`config.mk`:
```
export PLATFORM = sky130hd
export DESIGN_NAME = paper_tape_block_loader_core
export DESIGN_NICKNAME = d
export VERILOG_FILES = /design/src/ptbl_pkg.sv /design/src/ptbl_req_stage.sv /design/src/ptbl_loader.sv /design/src/ptbl_rsp_stage.sv /design/src/paper_tape_block_loader_core.sv
export SDC_FILE = /design/constraint.sdc
export NUM_CORES = 1
export LEC_CHECK = 0
export BUFFER_PORTS_ARGS = -buffer_cell sky130_fd_sc_hd__buf_2
export CAP_MARGIN = 20
export CORE_AREA = 2 2 160 84
export CTS_CLUSTER_SIZE = 30
export DETAILED_ROUTE_END_ITERATION = 16
export DIE_AREA = 0 0 162 86
export PLACE_DENSITY = 0.82
export SLEW_MARGIN = 25
export SYNTH_ARGS = -nofsm -noshare
export SYNTH_HDL_FRONTEND = slang
export SYNTH_SLANG_ARGS = --single-unit
```
`constraint.sdc`:
```
create_clock -name clock -period 3 [get_ports clock]
set_input_delay 0.6 -clock clock [delete_from_list [all_inputs] [get_ports clock]]
set_output_delay 0.6 -clock clock [all_outputs]
set_load 0.05 [all_outputs]
```
`src/ptbl_pkg.sv`:
```
// ----------------------------------------------------------------------------
// ptbl_pkg
// Shared types and constants for the paper tape block loader.
// ----------------------------------------------------------------------------
`default_nettype none

package ptbl_pkg;

   localparam int unsigned BYTE_W      = 8;
   localparam int unsigned CHAR_W      = 6;
   localparam int unsigned WORD_W      = 18;
   localparam int unsigned ADDR_W      = 12;
   localparam int unsigned START_W     = 16;
   localparam int unsigned RSP_TDATA_W = 56;

   localparam logic [CHAR_W-1:0]  OPC_DEPOSIT = 6'o32;
   localparam logic [CHAR_W-1:0]  OPC_JUMP    = 6'o60;
   localparam logic [START_W-1:0] START_RESET = 16'd4;

   typedef enum logic [2:0] {
      ST_OK          = 3'd0,
      ST_EXTRA_DATA  = 3'd1,
      ST_UNTERM_RIM  = 3'd2,
      ST_BAD_HEADER  = 3'd3,
      ST_BANK_NZ     = 3'd4,
      ST_ADDR_OVF    = 3'd5
   } status_type;

   typedef enum logic [8:0] {
      PH_START    = 9'b000000001,
      PH_RIM_DATA = 9'b000000010,
      PH_RIM      = 9'b000000100,
      PH_LOOKING  = 9'b000001000,
      PH_END_DIO  = 9'b000010000,
      PH_END_ALT  = 9'b000100000,
      PH_BIN      = 9'b001000000,
      PH_CHECKSUM = 9'b010000000,
      PH_DONE     = 9'b100000000
   } phase_type;

   typedef struct packed {
      logic [BYTE_W-1:0] tape_byte;
      logic              end_of_tape;
   } req_item_type;

   typedef struct packed {
      logic               write_enable;
      logic [ADDR_W-1:0]  write_address;
      logic [WORD_W-1:0]  write_data;
      logic               finished;
      logic [START_W-1:0] start_address;
      status_type         status;
   } rsp_item_type;

endpackage

`default_nettype wire

```
`src/ptbl_req_stage.sv`:
```
// ----------------------------------------------------------------------------
// ptbl_req_stage
// Input register: holds one tape request until the loader consumes it.
// ----------------------------------------------------------------------------
`default_nettype none

module ptbl_req_stage (
   input  wire logic                   clock,
   input  wire logic                   reset,
   input  wire logic                   req_tvalid,
   output logic                        req_tready,
   input  wire logic [7:0]             req_tdata,   // [7:0] tape_byte
   input  wire logic                   req_tlast,   // end_of_tape
   input  wire logic                   advance,
   output logic                        item_valid,
   output ptbl_pkg::req_item_type      item
);
   import ptbl_pkg::*;

   logic         valid_ff;
   logic         valid_in;
   req_item_type item_ff;

   assign req_tready = !valid_ff || advance;
   assign valid_in   = (req_tvalid && req_tready) ? 1'b1 : (advance ? 1'b0 : valid_ff);

   always_ff @(posedge clock) begin
      if (reset) begin
         valid_ff <= 1'b0;
      end else begin
         valid_ff <= valid_in;
      end
   end

   always_ff @(posedge clock) begin
      if (req_tvalid && req_tready) begin
         item_ff.tape_byte   <= req_tdata;
         item_ff.end_of_tape <= req_tlast;
      end
   end

   assign item_valid = valid_ff;
   assign item       = item_ff;

endmodule

`default_nettype wire

```
`src/ptbl_loader.sv`:
```
// ----------------------------------------------------------------------------
// ptbl_loader
// Word assembly and loader state machine; one request handled per cycle while fire is high.
// ----------------------------------------------------------------------------
`default_nettype none

module ptbl_loader (
   input  wire logic                   clock,
   input  wire logic                   reset,
   input  wire logic                   csr_valid,
   input  wire logic                   csr_data,
   input  wire logic                   fire,
   input  wire ptbl_pkg::req_item_type item,
   output logic                        has_result,
   output ptbl_pkg::rsp_item_type      result
);
   import ptbl_pkg::*;

   logic                alt_format_ff;
   phase_type           phase_ff,   phase_in;
   logic [1:0]          cnt_ff,     cnt_in;
   logic [11:0]         partial_ff, partial_in;
   logic [12:0]         cur_ff,     cur_in;
   logic [WORD_W-1:0]   end_ff,     end_in;
   logic [START_W-1:0]  start_ff,   start_in;

   logic [WORD_W-1:0]   word;
   logic [CHAR_W-1:0]   op;
   logic [ADDR_W-1:0]   operand;
   logic [12:0]         cur_inc;
   logic                we;
   logic                fin;
   logic [ADDR_W-1:0]   wr_addr;
   status_type          st;

   assign word    = {partial_ff, item.tape_byte[CHAR_W-1:0]};
   assign op      = word[17:12];
   assign operand = word[11:0];
   assign cur_inc = cur_ff + 13'd1;

   always_comb begin
      phase_in   = phase_ff;
      cnt_in     = cnt_ff;
      partial_in = partial_ff;
      cur_in     = cur_ff;
      end_in     = end_ff;
      start_in   = start_ff;
      has_result = 1'b0;
      we         = 1'b0;
      fin        = 1'b0;
      st         = ST_OK;
      wr_addr    = cur_ff[11:0];
      if (phase_ff != PH_DONE) begin
         if (item.end_of_tape) begin
            phase_in   = PH_DONE;
            has_result = 1'b1;
            fin        = 1'b1;
         end else if (item.tape_byte[7]) begin
            if (cnt_ff != 2'd2) begin
               partial_in = {partial_ff[5:0], item.tape_byte[CHAR_W-1:0]};
               cnt_in     = cnt_ff + 2'd1;
            end else begin
               partial_in = '0;
               cnt_in     = '0;
               case (phase_ff)
                  PH_START: begin
                     if (op == OPC_DEPOSIT) begin
                        cur_in   = {1'b0, operand};
                        phase_in = PH_RIM_DATA;
                     end
                  end
                  PH_RIM_DATA: begin
                     phase_in   = PH_RIM;
                     has_result = 1'b1;
                     we         = 1'b1;
                  end
                  PH_RIM: begin
                     if (op == OPC_JUMP) begin
                        start_in = {4'b0, operand};
                        phase_in = PH_LOOKING;
                     end else if (op == OPC_DEPOSIT) begin
                        cur_in   = {1'b0, operand};
                        phase_in = PH_RIM_DATA;
                     end else begin
                        phase_in   = PH_DONE;
                        has_result = 1'b1;
                        fin        = 1'b1;
                        st         = ST_UNTERM_RIM;
                     end
                  end
                  PH_LOOKING: begin
                     if (alt_format_ff) begin
                        if (word[17:16] != 2'b00) begin
                           // start word of the alternate format
                           start_in   = word[15:0];
                           phase_in   = PH_DONE;
                           has_result = 1'b1;
                           fin        = 1'b1;
                        end else if (word[15:12] != 4'd0) begin
                           phase_in   = PH_DONE;
                           has_result = 1'b1;
                           fin        = 1'b1;
                           st         = ST_BANK_NZ;
                        end else begin
                           cur_in   = {1'b0, operand};
                           phase_in = PH_END_ALT;
                        end
                     end else if (op == OPC_DEPOSIT) begin
                        cur_in   = {1'b0, operand};
                        phase_in = PH_END_DIO;
                     end else if (op == OPC_JUMP) begin
                        // final jump is also stored unless out of range
                        start_in   = {4'b0, operand};
                        phase_in   = PH_DONE;
                        has_result = 1'b1;
                        fin        = 1'b1;
                        if (cur_ff[12]) begin
                           st = ST_ADDR_OVF;
                        end else begin
                           we = 1'b1;
                        end
                     end else begin
                        phase_in   = PH_DONE;
                        has_result = 1'b1;
                        fin        = 1'b1;
                        st         = ST_EXTRA_DATA;
                     end
                  end
                  PH_END_DIO: begin
                     if (op != OPC_DEPOSIT) begin
                        phase_in   = PH_DONE;
                        has_result = 1'b1;
                        fin        = 1'b1;
                        st         = ST_BAD_HEADER;
                     end else begin
                        end_in   = {6'b0, operand};
                        phase_in = PH_BIN;
                     end
                  end
                  PH_END_ALT: begin
                     end_in   = word;
                     phase_in = PH_BIN;
                  end
                  PH_BIN: begin
                     if (cur_ff[12]) begin
                        phase_in   = PH_DONE;
                        has_result = 1'b1;
                        fin        = 1'b1;
                        st         = ST_ADDR_OVF;
                     end else begin
                        cur_in     = cur_inc;
                        has_result = 1'b1;
                        we         = 1'b1;
                        if ({5'b0, cur_inc} >= end_ff) begin
                           phase_in = alt_format_ff ? PH_LOOKING : PH_CHECKSUM;
                        end
                     end
                  end
                  PH_CHECKSUM: begin
                     phase_in = PH_LOOKING;
                  end
                  default: begin
                  end
               endcase
            end
         end
      end
   end

   always_comb begin
      result.write_enable  = we;
      result.write_address = we  ? wr_addr  : '0;
      result.write_data    = we  ? word     : '0;
      result.finished      = fin;
      result.start_address = fin ? start_in : '0;
      result.status        = fin ? st       : ST_OK;
   end

   always_ff @(posedge clock) begin
      if (reset) begin
         alt_format_ff <= 1'b0;
      end else if (csr_valid) begin
         alt_format_ff <= csr_data;
      end
   end

   always_ff @(posedge clock) begin
      if (reset) begin
         phase_ff   <= PH_START;
         cnt_ff     <= '0;
         partial_ff <= '0;
         cur_ff     <= '0;
         end_ff     <= '0;
         start_ff   <= START_RESET;
      end else if (fire) begin
         phase_ff   <= phase_in;
         cnt_ff     <= cnt_in;
         partial_ff <= partial_in;
         cur_ff     <= cur_in;
         end_ff     <= end_in;
         start_ff   <= start_in;
      end
   end

   a_cnt_range: assert property (@(posedge clock) disable iff (reset)
      cnt_ff != 2'd3)
      else $error("character count out of range");

   a_done_quiet: assert property (@(posedge clock) disable iff (reset)
      (phase_ff == PH_DONE) |-> !has_result)
      else $error("result produced after load finished");

   a_fin_to_done: assert property (@(posedge clock) disable iff (reset)
      (fire && has_result && result.finished) |=> (phase_ff == PH_DONE))
      else $error("finish did not stop the loader");

   a_fin_write_ok: assert property (@(posedge clock) disable iff (reset)
      (has_result && result.finished && result.write_enable) |-> (result.status == ST_OK))
      else $error("final write carries an error status");

endmodule

`default_nettype wire

```
`src/ptbl_rsp_stage.sv`:
```
// ----------------------------------------------------------------------------
// ptbl_rsp_stage
// Result register: holds one load result until the consumer takes it.
// ----------------------------------------------------------------------------
`default_nettype none

module ptbl_rsp_stage (
   input  wire logic                   clock,
   input  wire logic                   reset,
   input  wire logic                   load,
   input  wire ptbl_pkg::rsp_item_type item,
   output logic                        free,
   output logic                        rsp_tvalid,
   input  wire logic                   rsp_tready,
   // [11:0] write_address, [29:12] write_data, [45:30] start_address,
   // [48:46] status, [55:49] zero
   output logic [ptbl_pkg::RSP_TDATA_W-1:0] rsp_tdata,
   output logic                        rsp_tuser,   // write_enable
   output logic                        rsp_tlast    // finished
);
   import ptbl_pkg::*;

   logic         valid_ff;
   logic         valid_in;
   rsp_item_type item_ff;

   assign free     = !valid_ff || rsp_tready;
   assign valid_in = load ? 1'b1 : (rsp_tready ? 1'b0 : valid_ff);

   always_ff @(posedge clock) begin
      if (reset) begin
         valid_ff <= 1'b0;
      end else begin
         valid_ff <= valid_in;
      end
   end

   always_ff @(posedge clock) begin
      if (load) begin
         item_ff <= item;
      end
   end

   assign rsp_tvalid = valid_ff;
   assign rsp_tuser  = item_ff.write_enable;
   assign rsp_tlast  = item_ff.finished;
   assign rsp_tdata  = {7'b0, item_ff.status, item_ff.start_address,
                        item_ff.write_data, item_ff.write_address};

endmodule

`default_nettype wire

```
`src/paper_tape_block_loader_core.sv`:
```
// ----------------------------------------------------------------------------
// paper_tape_block_loader_core
// Paper tape block loader: tape characters in, memory writes and start out.
// ----------------------------------------------------------------------------
// Accepts one tape character per clock and returns at most one result per
// character. A taken request is held in the input register; the word
// assembly and loader state update then run combinationally into the result
// register. Sustained rate is one request per cycle as long as results are
// taken; a held result stalls the input register. No clearing pass follows
// reset. The user must write the format bit on the csr port only while no
// request is in flight; the block does not enforce this.
`default_nettype none

module paper_tape_block_loader_core (
   input  wire logic        clock,
   input  wire logic        reset,
   input  wire logic        req_tvalid,
   output logic             req_tready,
   input  wire logic [7:0]  req_tdata,   // [7:0] tape_byte
   input  wire logic        req_tlast,   // end_of_tape
   output logic             rsp_tvalid,
   input  wire logic        rsp_tready,
   // [11:0] write_address, [29:12] write_data, [45:30] start_address,
   // [48:46] status, [55:49] zero
   output logic [ptbl_pkg::RSP_TDATA_W-1:0] rsp_tdata,
   output logic             rsp_tuser,   // write_enable
   output logic             rsp_tlast,   // finished
   input  wire logic        csr_valid,
   output logic             csr_ready,
   input  wire logic        csr_data     // alt_block_format
);
   import ptbl_pkg::*;

   logic         rsp_free;
   logic         item_valid;
   logic         fire;
   logic         has_result;
   req_item_type req_item;
   rsp_item_type rsp_item;

   assign csr_ready = 1'b1;
   assign fire      = item_valid && rsp_free;

   ptbl_req_stage u_req (
      .clock      (clock),
      .reset      (reset),
      .req_tvalid (req_tvalid),
      .req_tready (req_tready),
      .req_tdata  (req_tdata),
      .req_tlast  (req_tlast),
      .advance    (rsp_free),
      .item_valid (item_valid),
      .item       (req_item)
   );

   ptbl_loader u_loader (
      .clock      (clock),
      .reset      (reset),
      .csr_valid  (csr_valid),
      .csr_data   (csr_data),
      .fire       (fire),
      .item       (req_item),
      .has_result (has_result),
      .result     (rsp_item)
   );

   ptbl_rsp_stage u_rsp (
      .clock      (clock),
      .reset      (reset),
      .load       (fire && has_result),
      .item       (rsp_item),
      .free       (rsp_free),
      .rsp_tvalid (rsp_tvalid),
      .rsp_tready (rsp_tready),
      .rsp_tdata  (rsp_tdata),
      .rsp_tuser  (rsp_tuser),
      .rsp_tlast  (rsp_tlast)
   );

endmodule

`default_nettype wire

```
==> metrics.log, run 1 <==
INFO  metric syn-cell-area = about 0.0065 mm2
INFO  metric share_clk_of_total_power = 48.8%
INFO  metric hold-path-endpoint = u_req.item[5]
INFO  metric critPathRequiredTime = 3.35 ns
INFO  metric maximum_cell_stage_delay_along_the_critical_path = between 0.4 and 0.5 ns
INFO  metric core_footprint = around 0.012 mm2
INFO  metric time_the_worst_path_needs_with_i_o_delays_and_setup = just under 3 ns
INFO  metric hp-start = req_tdata[4]
INFO  metric avgSynthCellArea = 9.57 um2
INFO  metric drt_drc_violations_left = 0
INFO  metric root_buffer_master = sky130_fd_sc_hd__clkbuf_16
INFO  metric finalWirelength = 18,800 um
INFO  metric power_frac_comb = 4.2%
INFO  metric die_h = 86 um
INFO  metric io_buffer_count = 66
INFO  metric drv.max_cap_violation_count = 0
INFO  metric multi_input_comb_area = 0.00307 mm2
INFO  metric power_report.internal_total = 3.08 mW
INFO  metric top_level_ports = 76
INFO  metric synth-seq-area-share = slightly below 50%
INFO  metric setup.worst_path.class = register to register
INFO  metric outcome = complete, no violations
INFO  metric drt_first_pass_iters = 8
INFO  metric clkSinkCount = ~130
INFO  metric worst_hold_path_type = input pin to register
INFO  metric max_freq = 0.340 GHz
INFO  metric flip_flop_cell_with_the_highest_count_after_synthesis = sky130_fd_sc_hd__dfxtp_1
INFO  metric syn_to_final_growth = 19.1%
INFO  metric cts_tree = built
INFO  metric cp_num_buf_inv = 1
INFO  metric irDropWorstVdd = a little over 0.0004 V
INFO  metric cp-start-kind = register
INFO  metric global_route_wire_length_before_repair = ~29,000 um
INFO  metric via_count = between 5,000 and 6,000
INFO  metric antennaDiodeCount = 0
INFO  metric clk_latency = ~0.42 ns
INFO  metric drv_slew = 0
INFO  metric ctsLongestPathBuffers = 2
INFO  metric timing.hold.ws = 0.358 ns
INFO  metric power_switching = between 1 and 1.5 mW
INFO  metric weighted_congestion_at_the_end_of_routability_driven_global_placement = approximately 1.0
INFO  metric slew-limit-headroom = a little over two fifths
INFO  metric worstMarginPinSlew = between 0.8 and 0.9 ns
INFO  metric setup_violations = 0
INFO  metric p_per_area = roughly 530 mW/mm2
INFO  metric die-area = between 0.01 and 0.015 mm2
INFO  metric reg2reg_from = u_loader.cur_ff[2]
INFO  metric synth_edf_count = slightly below 60
INFO  metric asyncSetResetFlopFracSynth = 0%
INFO  metric critical_path_peak_fanout = 8
INFO  metric timing_hold_violations_final = 0
INFO  metric grt-ovfl-total = 0
INFO  metric dp_hpwl = around 13,000 um
INFO  metric antenna_violating_nets_post_route = 0
INFO  metric start_util = between 50% and 60%
INFO  metric critical_path.reg2reg.endpoint = u_loader.phase_ff[4]
INFO  metric setup_total_negative_slack = 0 ns
INFO  metric worst-endpoint-arrival = 3.29 ns
INFO  metric cellLeakagePower = slightly below 3 nW
INFO  metric worst-r2r-cell-count = 11
INFO  metric detail_route.vias_per_cell = 6.14
INFO  metric groute.usage.overall = a little over a quarter
INFO  metric critical-path-slowest-cell = sky130_fd_sc_hd__a2111oi_2
INFO  metric ff_latch_area = ~0.0032 mm2
INFO  metric seq_power_share = ~47%
INFO  metric yosysWarnings = 0
INFO  metric detail_route.wl_per_cell = roughly 20 um
INFO  metric rows = 29
INFO  metric power.switching_fraction = roughly 25%
INFO  metric critPathCaptureType = register
INFO  metric postSynthCellCount = 681
INFO  metric cts-buffers-inserted = 17
INFO  metric grt_setup_unrepaired = true
INFO  metric reg2reg_setup_slack = between 0.06 and 0.07 ns
INFO  metric grt_pass1_vias = approximately 5,300
INFO  metric critical_path.most_common_cell = sky130_fd_sc_hd__ha_4
INFO  metric maximum_number_of_pins_on_one_net_before_global_route_repair = between 50 and 60
INFO  metric synth-seq-cells = 132
INFO  metric path_delay_family = simple AND/OR/NAND/NOR gates
INFO  metric hold-path-cell-count = 1
INFO  metric die_width = around 160 um
INFO  metric critical_path.cell_chain = nand4_1 > nor3_4 > nand3_2 > ha_4 > ha_4 > nand4b_1 > a2111oi_2 > a21oi_2 > nor4b_4 > buf_6 > mux2i_1
INFO  metric clk_pin_slew = approximately 0.06 ns
INFO  metric final_layout_size_suffix_gt1_share = 21.8%
INFO  metric fillers = between 900 and 1,000
INFO  metric htree_levels = 4
INFO  metric yosysUniqueCellTypes = 72
INFO  metric period_share = ~98%
INFO  metric grt_antenna_before_repair = 0
INFO  metric initialDrtViolationCount = 617
INFO  metric post_layout_nets = 789
INFO  metric finalClockSkew = 0.00608 ns
cell type report:
type | count | share of cell area (%)
clock inverters | 14 | 1.66
multi-input cells | 487 | 39.5
flip-flops and latches | 132 | 41.7
inverters | 20 | 0.967
repair buffers | 101 | 7.89
well taps | 170 | 2.74
clock buffers | 18 | 5.53
layer usage:
layer / vias up / GRT usage [%] / wire [um]
li1: 2604 / - / -
met4: 0 / 6.68 / 211
met1: 2789 / 41.3 / 8750
met5: - / 0.699 / 0
met2: 362 / 37.3 / 7570
met3: 29 / 7.01 / 2270
how the worst max path moves through the flow:
stage	end	start	depth (start not counted)
after CTS	u_loader.phase_ff[8]	u_loader.cur_ff[5]	10
after global placement	u_loader.phase_ff[8]	u_loader.cur_ff[5]	10
after floorplan	u_loader.phase_ff[3]	u_loader.cur_ff[0]	11
after global routing	u_loader.phase_ff[3]	u_loader.cur_ff[2]	11
final	u_loader.phase_ff[4]	u_loader.cur_ff[2]	11
after detailed placement	u_loader.phase_ff[8]	u_loader.cur_ff[5]	10
synthesized netlist by cell type (6+ instances only):
cell / n / area (um2)
sky130_fd_sc_hd__a21oi_1: 48 / 240
sky130_fd_sc_hd__a22o_1: 11 / 96.3
sky130_fd_sc_hd__a22oi_1: 22 / 165
sky130_fd_sc_hd__and2_1: 36 / 225
sky130_fd_sc_hd__buf_2: 15 / 75.1
sky130_fd_sc_hd__buf_4: 9 / 67.6
sky130_fd_sc_hd__clkbuf_1: 19 / 71.3
sky130_fd_sc_hd__dfxtp_1: 73 / 1460
sky130_fd_sc_hd__edfxtp_1: 59 / 1770
sky130_fd_sc_hd__ha_1: 15 / 188
sky130_fd_sc_hd__inv_1: 20 / 75.1
sky130_fd_sc_hd__mux2i_1: 6 / 60.1
sky130_fd_sc_hd__nand2_1: 90 / 338
sky130_fd_sc_hd__nand2b_1: 7 / 43.8
sky130_fd_sc_hd__nand3_1: 39 / 195
sky130_fd_sc_hd__nand4_1: 11 / 68.8
sky130_fd_sc_hd__nor2_1: 42 / 158
sky130_fd_sc_hd__nor3_1: 8 / 40.0
sky130_fd_sc_hd__o211ai_1: 8 / 60.1
sky130_fd_sc_hd__o21a_1: 6 / 45.0
sky130_fd_sc_hd__o21ai_0: 35 / 175
sky130_fd_sc_hd__or3_1: 6 / 37.5
sky130_fd_sc_hd__xor2_1: 10 / 87.6
through the flow:
step | utilization (%) | std cells | worst slack [ns] | cell area, um2 | power (mW)
finish | 62.6 | 942 | 0.0626 | 7770 | 4.10
global route | 62.6 | 942 | -0.131 | 7770 | 4.18
CTS | 61.4 | 936 | 0.00202 | 7620 | 4.08
detailed placement | 56.9 | 904 | 0.00575 | 7060 | 2.13
global placement | 56.9 | 904 | 0.0302 | 7060 | 2.13
floorplan | - | 687 | 0.0855 | 6550 | 2.08
state kept, by name, indices dropped and copies added (netlist names):
signal,count
u_loader.alt_format_ff,1
u_req.item,8
u_req.item_valid,1
u_loader.end_ff,18
u_rsp.rsp_tdata,49
u_loader.phase_ff,9
u_loader.start_ff,16
u_loader.cnt_ff,2
u_rsp.rsp_tuser,1
u_rsp.rsp_tlast,1
u_loader.cur_ff,13
u_rsp.rsp_tvalid,1
u_loader.partial_ff,12
kinds of logic (layout without fill, tap and decap cells):
family          count (synthesis)  after routing  share of synthesized area [%]
mux                             6              6                          0.921
fa+ha+maj                      15             15                           2.88
xor+xnor                       14             14                           1.88
flops                         132            132                           49.6
buf+inv                        68            153                           5.18
simple gates                  283            283                           23.0
other cells                     2              8                          0.115
compound gates                161            161                           16.4
power groups by stage:
stage,clock [mW],combinational [mW],sequential (mW)
floorplan,0,0.109,1.97
global placement,0,0.166,1.96
detailed placement,0,0.170,1.96
CTS,1.99,0.171,1.92
global route,2.08,0.182,1.92
finish,2.00,0.173,1.92
repair_timing:
item	4_1_cts	5_1_grt
gates resized for setup	0	24
setup endpoints to repair	1	9
hold buffers	0	0
gates cloned	0	0
pin swaps	1	14
setup buffers	0	6
cell usage in the layout (no fill, tap or decap), types with 6 or more instances in the layout:
cell type                   count
sky130_fd_sc_hd__nand4_1       11
sky130_fd_sc_hd__buf_2         66
sky130_fd_sc_hd__or3_1          6
sky130_fd_sc_hd__dfxtp_2        7
sky130_fd_sc_hd__a22o_1        11
sky130_fd_sc_hd__o211ai_1       8
sky130_fd_sc_hd__mux2i_1        6
sky130_fd_sc_hd__ha_1          12
sky130_fd_sc_hd__buf_4         32
sky130_fd_sc_hd__a21oi_1       47
sky130_fd_sc_hd__edfxtp_1      59
sky130_fd_sc_hd__nor3_1         6
sky130_fd_sc_hd__inv_1         20
sky130_fd_sc_hd__nand2b_1       7
sky130_fd_sc_hd__conb_1         8
sky130_fd_sc_hd__nand3_1       37
sky130_fd_sc_hd__nand2_1       89
sky130_fd_sc_hd__nor2_1        42
sky130_fd_sc_hd__clkbuf_16     17
sky130_fd_sc_hd__dfxtp_1       66
sky130_fd_sc_hd__a22oi_1       22
sky130_fd_sc_hd__o21ai_0       35
sky130_fd_sc_hd__and2_1        36
sky130_fd_sc_hd__xor2_1        10
(Power assumes the default switching activity.)
==> inputs of run 2 (changes only) <==
- CORE_AREA: 2 2 160 84 -> 2 2 112 114
- CTS_BUF_LIST: unset -> sky130_fd_sc_hd__clkbuf_2 sky130_fd_sc_hd__clkbuf_4 sky130_fd_sc_hd__clkbuf_8
- DIE_AREA: 0 0 162 86 -> 0 0 114 116
- PLACE_DENSITY: 0.82 -> 0.85
==> metrics.log, run 2 (synthesized netlist as in run 1, its figures left out) <==
INFO  metric root_buffer_master = sky130_fd_sc_hd__clkbuf_8
INFO  metric post_layout_nets = 782 (-0.89%)
INFO  metric critPathRequiredTime = 3.34 ns (about the same)
INFO  metric drt_drc_violations_left = 0 (unchanged)
INFO  metric rows = 40 (+38%)
INFO  metric hp-start = req_tdata[3]
INFO  metric die-area = 0.0132 mm2 (-5.1%)
INFO  metric worst-endpoint-arrival = 3.29 ns (about the same)
INFO  metric power.switching_fraction = 25.3% (+0.62 points)
INFO  metric period_share = 98.2% (+0.26 points)
INFO  metric start_util = 54.7% (+2.2 points)
INFO  metric top_level_ports = 76 (unchanged)
INFO  metric detail_route.vias_per_cell = 6.08 (-0.91%)
INFO  metric weighted_congestion_at_the_end_of_routability_driven_global_placement = 0.935 (-7.6%)
INFO  metric clk_latency = 0.46 ns (+0.04 ns)
INFO  metric cts-buffers-inserted = 17 (unchanged)
INFO  metric placed_cells_incl_taps = 878 (-2.9%)
INFO  metric seq_power_share = 56.2% (+9.2 points)
INFO  metric critical_path.most_common_cell = sky130_fd_sc_hd__buf_4
INFO  metric core_footprint = 0.0119 mm2 (-4.0%)
INFO  metric layout_commonest_cell = sky130_fd_sc_hd__nand2_1
INFO  metric time_the_worst_path_needs_with_i_o_delays_and_setup = 2.95 ns (+0.00779 ns)
INFO  metric syn_to_final_growth = 14.5%
INFO  metric drt_first_pass_iters = 8 (unchanged)
INFO  metric drv.max_cap_violation_count = 0 (unchanged)
INFO  metric finalClockSkew = 0.0134 ns (+0.00728 ns)
INFO  metric worst_hold_path_type = input pin to register
INFO  metric share_clk_of_total_power = 38.8% (-10 points)
INFO  metric power_report.internal_total = 2.55 mW (-17%)
INFO  metric timing_hold_violations_final = 0 (unchanged)
INFO  metric cts_hold_buf = 0 (unchanged)
INFO  metric reg2reg_from = u_loader.cur_ff[1]
INFO  metric cp_num_buf_inv = 2 (+1)
INFO  metric path_delay_family = simple AND/OR/NAND/NOR gates
INFO  metric setup_total_negative_slack = 0 ns (unchanged)
INFO  metric io_buffer_count = 66 (unchanged)
INFO  metric maximum_number_of_pins_on_one_net_before_global_route_repair = 53 (unchanged)
INFO  metric dp_worst_setup_slack = -0.0735 ns (-0.0793 ns)
INFO  metric irDropWorstVdd = 0.000173 V (-57%)
INFO  metric maximum_cell_stage_delay_along_the_critical_path = 0.51 ns (+0.09 ns)
INFO  metric grt_pass1_vias = 5,329 (unchanged)
INFO  metric critical-path-slowest-cell = sky130_fd_sc_hd__or4b_4
INFO  metric final_instance_count_without_filler_cells = 912 (-3.2%)
INFO  metric groute.usage.overall = 26.7% (-0.22 points)
INFO  metric htree_levels = 4 (unchanged)
INFO  metric cp-start-kind = register
INFO  metric critical_path.cell_chain = buf_4 > nand2_1 > nor3_2 > and3_4 > xnor2_1 > ha_1 > nand4b_1 > buf_4 > o211ai_1 > a21oi_2 > or4b_4 > o211a_1
INFO  metric antennaDiodeCount = 0 (unchanged)
INFO  metric power_frac_comb = 5.0% (+0.8 points)
INFO  metric setup.worst_path.class = register to register
INFO  metric grt_antenna_before_repair = 0 (unchanged)
INFO  metric dp_hpwl = 11,800 um (-11%)
INFO  metric antenna_violating_nets_post_route = 0 (unchanged)
INFO  metric fillers = 937 (-4.8%)
INFO  metric detail_route.wl_per_cell = 18.7 um (-6.2%)
INFO  metric power_switching = 0.864 mW (-15%)
INFO  metric critPathCaptureType = register
INFO  metric drv_slew = 0 (unchanged)
INFO  metric cellLeakagePower = 2.80 nW (-5.6%)
INFO  metric flip_flop_count_of_the_largest_register_all_copies_and_words_added = 49 (unchanged)
INFO  metric die_h = 116 um (+35%)
INFO  metric grt-ovfl-total = 0 (unchanged)
INFO  metric global_route_wire_length_before_repair = 27,200 um (-5.5%)
INFO  metric setup_violations = 0 (unchanged)
INFO  metric final_cell_mix = sky130_fd_sc_hd__nand2_1, sky130_fd_sc_hd__dfxtp_1, sky130_fd_sc_hd__buf_2
INFO  metric setup_ws = 0.0548 ns (-0.00779 ns)
INFO  metric slew-limit-headroom = 43.0% (+0.38 points)
INFO  metric critical_path_peak_fanout = 5 (-3)
INFO  metric die_width = 114 um (-30%)
INFO  metric initialDrtViolationCount = 576 (-6.6%)
INFO  metric utilization = 62.7% (+0.095 points)
INFO  metric ctsLongestPathBuffers = 2 (unchanged)
INFO  metric overall_power = 3.41 mW (-17%)
INFO  metric p_per_area = 457 mW/mm2 (-13%)
INFO  metric via_count = 5,549 (-4.1%)
INFO  metric final_layout_size_suffix_gt1_share = 20.4% (-1.4 points)
INFO  metric crit_start = u_loader.cur_ff[1]
INFO  metric worstMarginPinSlew = 0.851 ns (-0.00575 ns)
INFO  metric clk_pin_slew = 0.08 ns (+0.02 ns)
INFO  metric max_freq = 0.340 GHz (-0.26%)
INFO  metric finalWirelength = 17,100 um (-9.2%)
INFO  metric outcome = complete, no violations
INFO  metric cts_tree = built
INFO  metric clkSinkCount = 132 (unchanged)
## run 2: cell count changes in the layout (fill, tap and decap cells not counted), sizes merged
cell / previous run / this run
clkbuf: 18 / 20
clkinvlp: 1 / 5
bufinv: 1 / 0
buf: 101 / 94
inv: 24 / 21
clkinv: 8 / 6
## run 2: repair_timing
item                                    4_1_cts  5_1_grt
endpoints found under the setup margin        4        9
pin swaps                                     8        4
setup buffers                                 1        1
resized for setup                            10        6
## run 2: cell type report
type                    count  area [um2]  area share [%]
well taps                 147         184            2.46
multi-input cells         487        3070            41.1
repair buffers             94         553            7.41
flip-flops and latches    132        3240            43.3
clock buffers              20         269            3.60
clock inverters            12        82.6            1.11
inverters                  20        75.1            1.01
## run 2: final timing paths
kind	to	slack, ns	cells past startpoint
worst max-delay path	u_loader.phase_ff[8]	0.05	12
worst min-delay path	u_req.item[4]	0.31	1
worst max register to register	u_loader.phase_ff[8]	0.05	12
worst min register to register	u_loader.end_ff[16]	0.46	2
## run 2: power by group through the flow
stage	clock, mW	sequential [mW]	combinational [mW]
after CTS	1.34	1.92	0.168
after detailed placement	0	1.96	0.168
after floorplan	0	1.97	0.109
final	1.33	1.92	0.170
after global routing	1.42	1.92	0.180
after global placement	0	1.96	0.164
## run 2: through the flow
step	instance area [um2]	hold WS [ns]
2_1_floorplan	6550	0.432
3_3_place_gp	7010	0.438
3_5_place_dp	7010	0.447
4_1_cts	7420	0.291
5_1_grt	7470	0.290
6_report	7470	0.311
## run 2: routing by layer
metal,global-route usage [%],share of wire (%)
met5,0,0
met4,14.7,4.4
met3,5.75,8.1
met2,43.4,47
met1,33.3,41
==> inputs of run 3 (changes only) <==
- CELL_PAD_IN_SITES_DETAIL_PLACEMENT: unset -> 2
- CELL_PAD_IN_SITES_GLOBAL_PLACEMENT: unset -> 2
- CORE_AREA: 2 2 112 114 -> 2 2 142 144
- DIE_AREA: 0 0 114 116 -> 0 0 144 146
- PLACE_DENSITY: 0.85 -> 0.83
==> metrics.log, run 3 (synthesized netlist as in run 1, its figures left out) <==
INFO  metric grt_pass1_vias = 6,432 (+21%)
INFO  metric initialDrtViolationCount = 324 (-44%)
INFO  metric clk_latency = 0.47 ns (about the same)
INFO  metric p_per_area = 477 mW/mm2 (+4.4%)
INFO  metric critPathCaptureType = register
INFO  metric post_layout_nets = 791 (+1.2%)
INFO  metric start_util = 33.7% (-21 points)
INFO  metric drv_slew = 0 (unchanged)
INFO  metric finalWirelength = 23,300 um (+36%)
INFO  metric flip_flop_count_of_the_largest_register_all_copies_and_words_added = 49 (unchanged)
INFO  metric die_width = 144 um (+26%)
INFO  metric core_footprint = 0.0193 mm2 (+62%)
INFO  metric layout_commonest_cell = sky130_fd_sc_hd__nand2_1
INFO  metric overall_power = 3.69 mW (+8.0%)
INFO  metric cts_tree = built
INFO  metric ctsLongestPathBuffers = 2 (unchanged)
INFO  metric htree_levels = 4 (unchanged)
INFO  metric power_switching = 1.05 mW (+22%)
INFO  metric die-area = 0.0210 mm2 (+59%)
INFO  metric groute.usage.overall = 22.9% (-3.8 points)
INFO  metric timing.hold.ws = 0.296 ns (-0.0150 ns)
INFO  metric setup.worst_path.class = register to register
INFO  metric top_level_ports = 76 (unchanged)
INFO  metric syn_to_final_growth = 18.5%
INFO  metric worstMarginPinSlew = 0.978 ns (+0.127 ns)
INFO  metric drt_first_pass_iters = 5 (-3)
INFO  metric antennaDiodeCount = 0 (unchanged)
INFO  metric critPathRequiredTime = 3.37 ns (+0.03 ns)
INFO  metric period_share = 96.7% (-1.4 points)
INFO  metric detail_route.vias_per_cell = 5.50 (-9.7%)
INFO  metric io_buffer_count = 66 (unchanged)
INFO  metric max_freq = 0.345 GHz (+1.5%)
INFO  metric power_report.internal_total = 2.64 mW (+3.4%)
INFO  metric maximum_number_of_pins_on_one_net_before_global_route_repair = 47 (-11%)
INFO  metric time_the_worst_path_needs_with_i_o_delays_and_setup = 2.90 ns (-0.0430 ns)
INFO  metric critical_path_peak_fanout = 4 (-1)
INFO  metric seq_power_share = 52.1% (-4.1 points)
INFO  metric finalClockSkew = 0.0191 ns (+0.00572 ns)
INFO  metric clk_pin_slew = 0.09 ns (about the same)
INFO  metric final_layout_size_suffix_gt1_share = 21.3% (+0.93 points)
INFO  metric cellLeakagePower = 2.88 nW (+3.1%)
INFO  metric power_frac_comb = 4.8% (-0.2 points)
INFO  metric critical_path.cell_chain = nand4_1 > buf_4 > nor3_4 > buf_4 > buf_4 > buf_4 > xor2_1 > ha_1 > nand4b_1 > a2111oi_4 > a21oi_2 > or4b_1 > o211a_1
INFO  metric grt_setup_unrepaired = true
INFO  metric weighted_congestion_at_the_end_of_routability_driven_global_placement = 0.913 (-2.3%)
INFO  metric cts_hold_buf = 0 (unchanged)
INFO  metric global_route_wire_length_before_repair = 36,400 um (+34%)
INFO  metric antenna_violating_nets_post_route = 0 (unchanged)
INFO  metric timing_hold_violations_final = 0 (unchanged)
INFO  metric irDropWorstVdd = 0.000265 V (+53%)
INFO  metric power.switching_fraction = 28.5% (+3.2 points)
INFO  metric rows = 51 (+28%)
INFO  metric outcome = complete, no violations
INFO  metric share_clk_of_total_power = 43.1% (+4.3 points)
INFO  metric drt_drc_violations_left = 0 (unchanged)
INFO  metric root_buffer_master = sky130_fd_sc_hd__clkbuf_8
INFO  metric worst-endpoint-arrival = 3.27 ns (-0.02 ns)
INFO  metric via_count = 5,711 (+2.9%)
INFO  metric slew-limit-headroom = 34.5% (-8.5 points)
INFO  metric dp_hpwl = 16,300 um (+38%)
INFO  metric maximum_cell_stage_delay_along_the_critical_path = 0.54 ns (+0.03 ns)
INFO  metric cp-start-kind = register
INFO  metric setup_violations = 0 (unchanged)
INFO  metric worst_hold_path_type = input pin to register
INFO  metric grt_antenna_before_repair = 0 (unchanged)
INFO  metric detail_route.wl_per_cell = 22.4 um (+20%)
INFO  metric clkSinkCount = 132 (unchanged)
INFO  metric cts-buffers-inserted = 17 (unchanged)
INFO  metric drv.max_cap_violation_count = 0 (unchanged)
INFO  metric grt-ovfl-total = 0 (unchanged)
INFO  metric die_h = 146 um (+26%)
INFO  metric critical_path.most_common_cell = sky130_fd_sc_hd__buf_4
INFO  metric critical-path-slowest-cell = sky130_fd_sc_hd__or4b_1
INFO  metric final_cell_mix = sky130_fd_sc_hd__nand2_1, sky130_fd_sc_hd__dfxtp_1, sky130_fd_sc_hd__buf_2
-- run 3: cell count changes in the layout (fill, tap and decap cells not counted), sizes merged --
cell      change
buf           +9
bufinv        +1
clkbuf        -3
clkinv        -2
clkinvlp      -4
inv           +8
-- run 3: worst max-delay path: cells and delay by family, from the launching register on --
kind | cells | cell delay, ns
xor+xnor | 1 | 0.07
fa+ha+maj | 1 | 0.29
simple gates | 4 | 1.04
compound gates | 3 | 0.54
flops | 1 | 0.35
buf+inv | 4 | 0.52
-- run 3: area by class of cell --
class	count	area (um2)
clock buffers	17	234
clock inverters	15	179
fillers	2116	11600
inverters	20	75.1
multi-input cells	487	3040
flip-flops and latches	132	3240
well taps	265	332
repair buffers	103	622
-- run 3: worst paths after layout --
check / startpoint / to / slack (ns) / cells after the start
hold reg to reg: u_loader.end_ff[17] / u_loader.end_ff[17] / 0.47 / 2
hold / removal: req_tdata[4] / u_req.item[5] / 0.30 / 1
setup / recovery: u_loader.cur_ff[3] / u_loader.phase_ff[8] / 0.1 / 13
setup reg to reg: u_loader.cur_ff[3] / u_loader.phase_ff[8] / 0.1 / 13
-- run 3: metal layers --
metal / part of all wire, % / global-route usage, % / vias up
li1: - / - / 2607
met1: 40 / 25.6 / 2895
met2: 52 / 40.3 / 144
met5: 0 / 0 / -
met3: 4.2 / 5.10 / 65
met4: 4.1 / 11.4 / 0
-- run 3: metrics by stage --
step | util (%) | setup TNS, ns | setup WS (ns) | instance area (um2) | std cells
after global routing | 39.9 | -0.0474 | -0.0418 | 7720 | 1039
after detailed placement | 37.2 | -1.75 | -0.282 | 7200 | 1002
after global placement | 37.2 | -0.0292 | -0.0292 | 7200 | 1002
after CTS | 39.7 | -0.0336 | -0.0336 | 7670 | 1036
final | 39.9 | 0 | 0.0978 | 7720 | 1039
after floorplan | - | 0 | 0.0855 | 6550 | 687
-- run 3: timing repair --
action	4_1_cts	5_1_grt
hold endpoints to repair	0	0
setup endpoints to repair	9	9
cloned	0	1
setup buffers	2	2
pin swaps	4	2
resized for setup	9	6
-- run 3: power groups by stage --
stage / registers [mW] / clock network [mW] / logic (mW)
6_report: 1.92 / 1.59 / 0.177
5_1_grt: 1.92 / 1.70 / 0.188
4_1_cts: 1.92 / 1.62 / 0.176
3_5_place_dp: 1.96 / 0 / 0.174
3_3_place_gp: 1.96 / 0 / 0.167
2_1_floorplan: 1.97 / 0 / 0.109
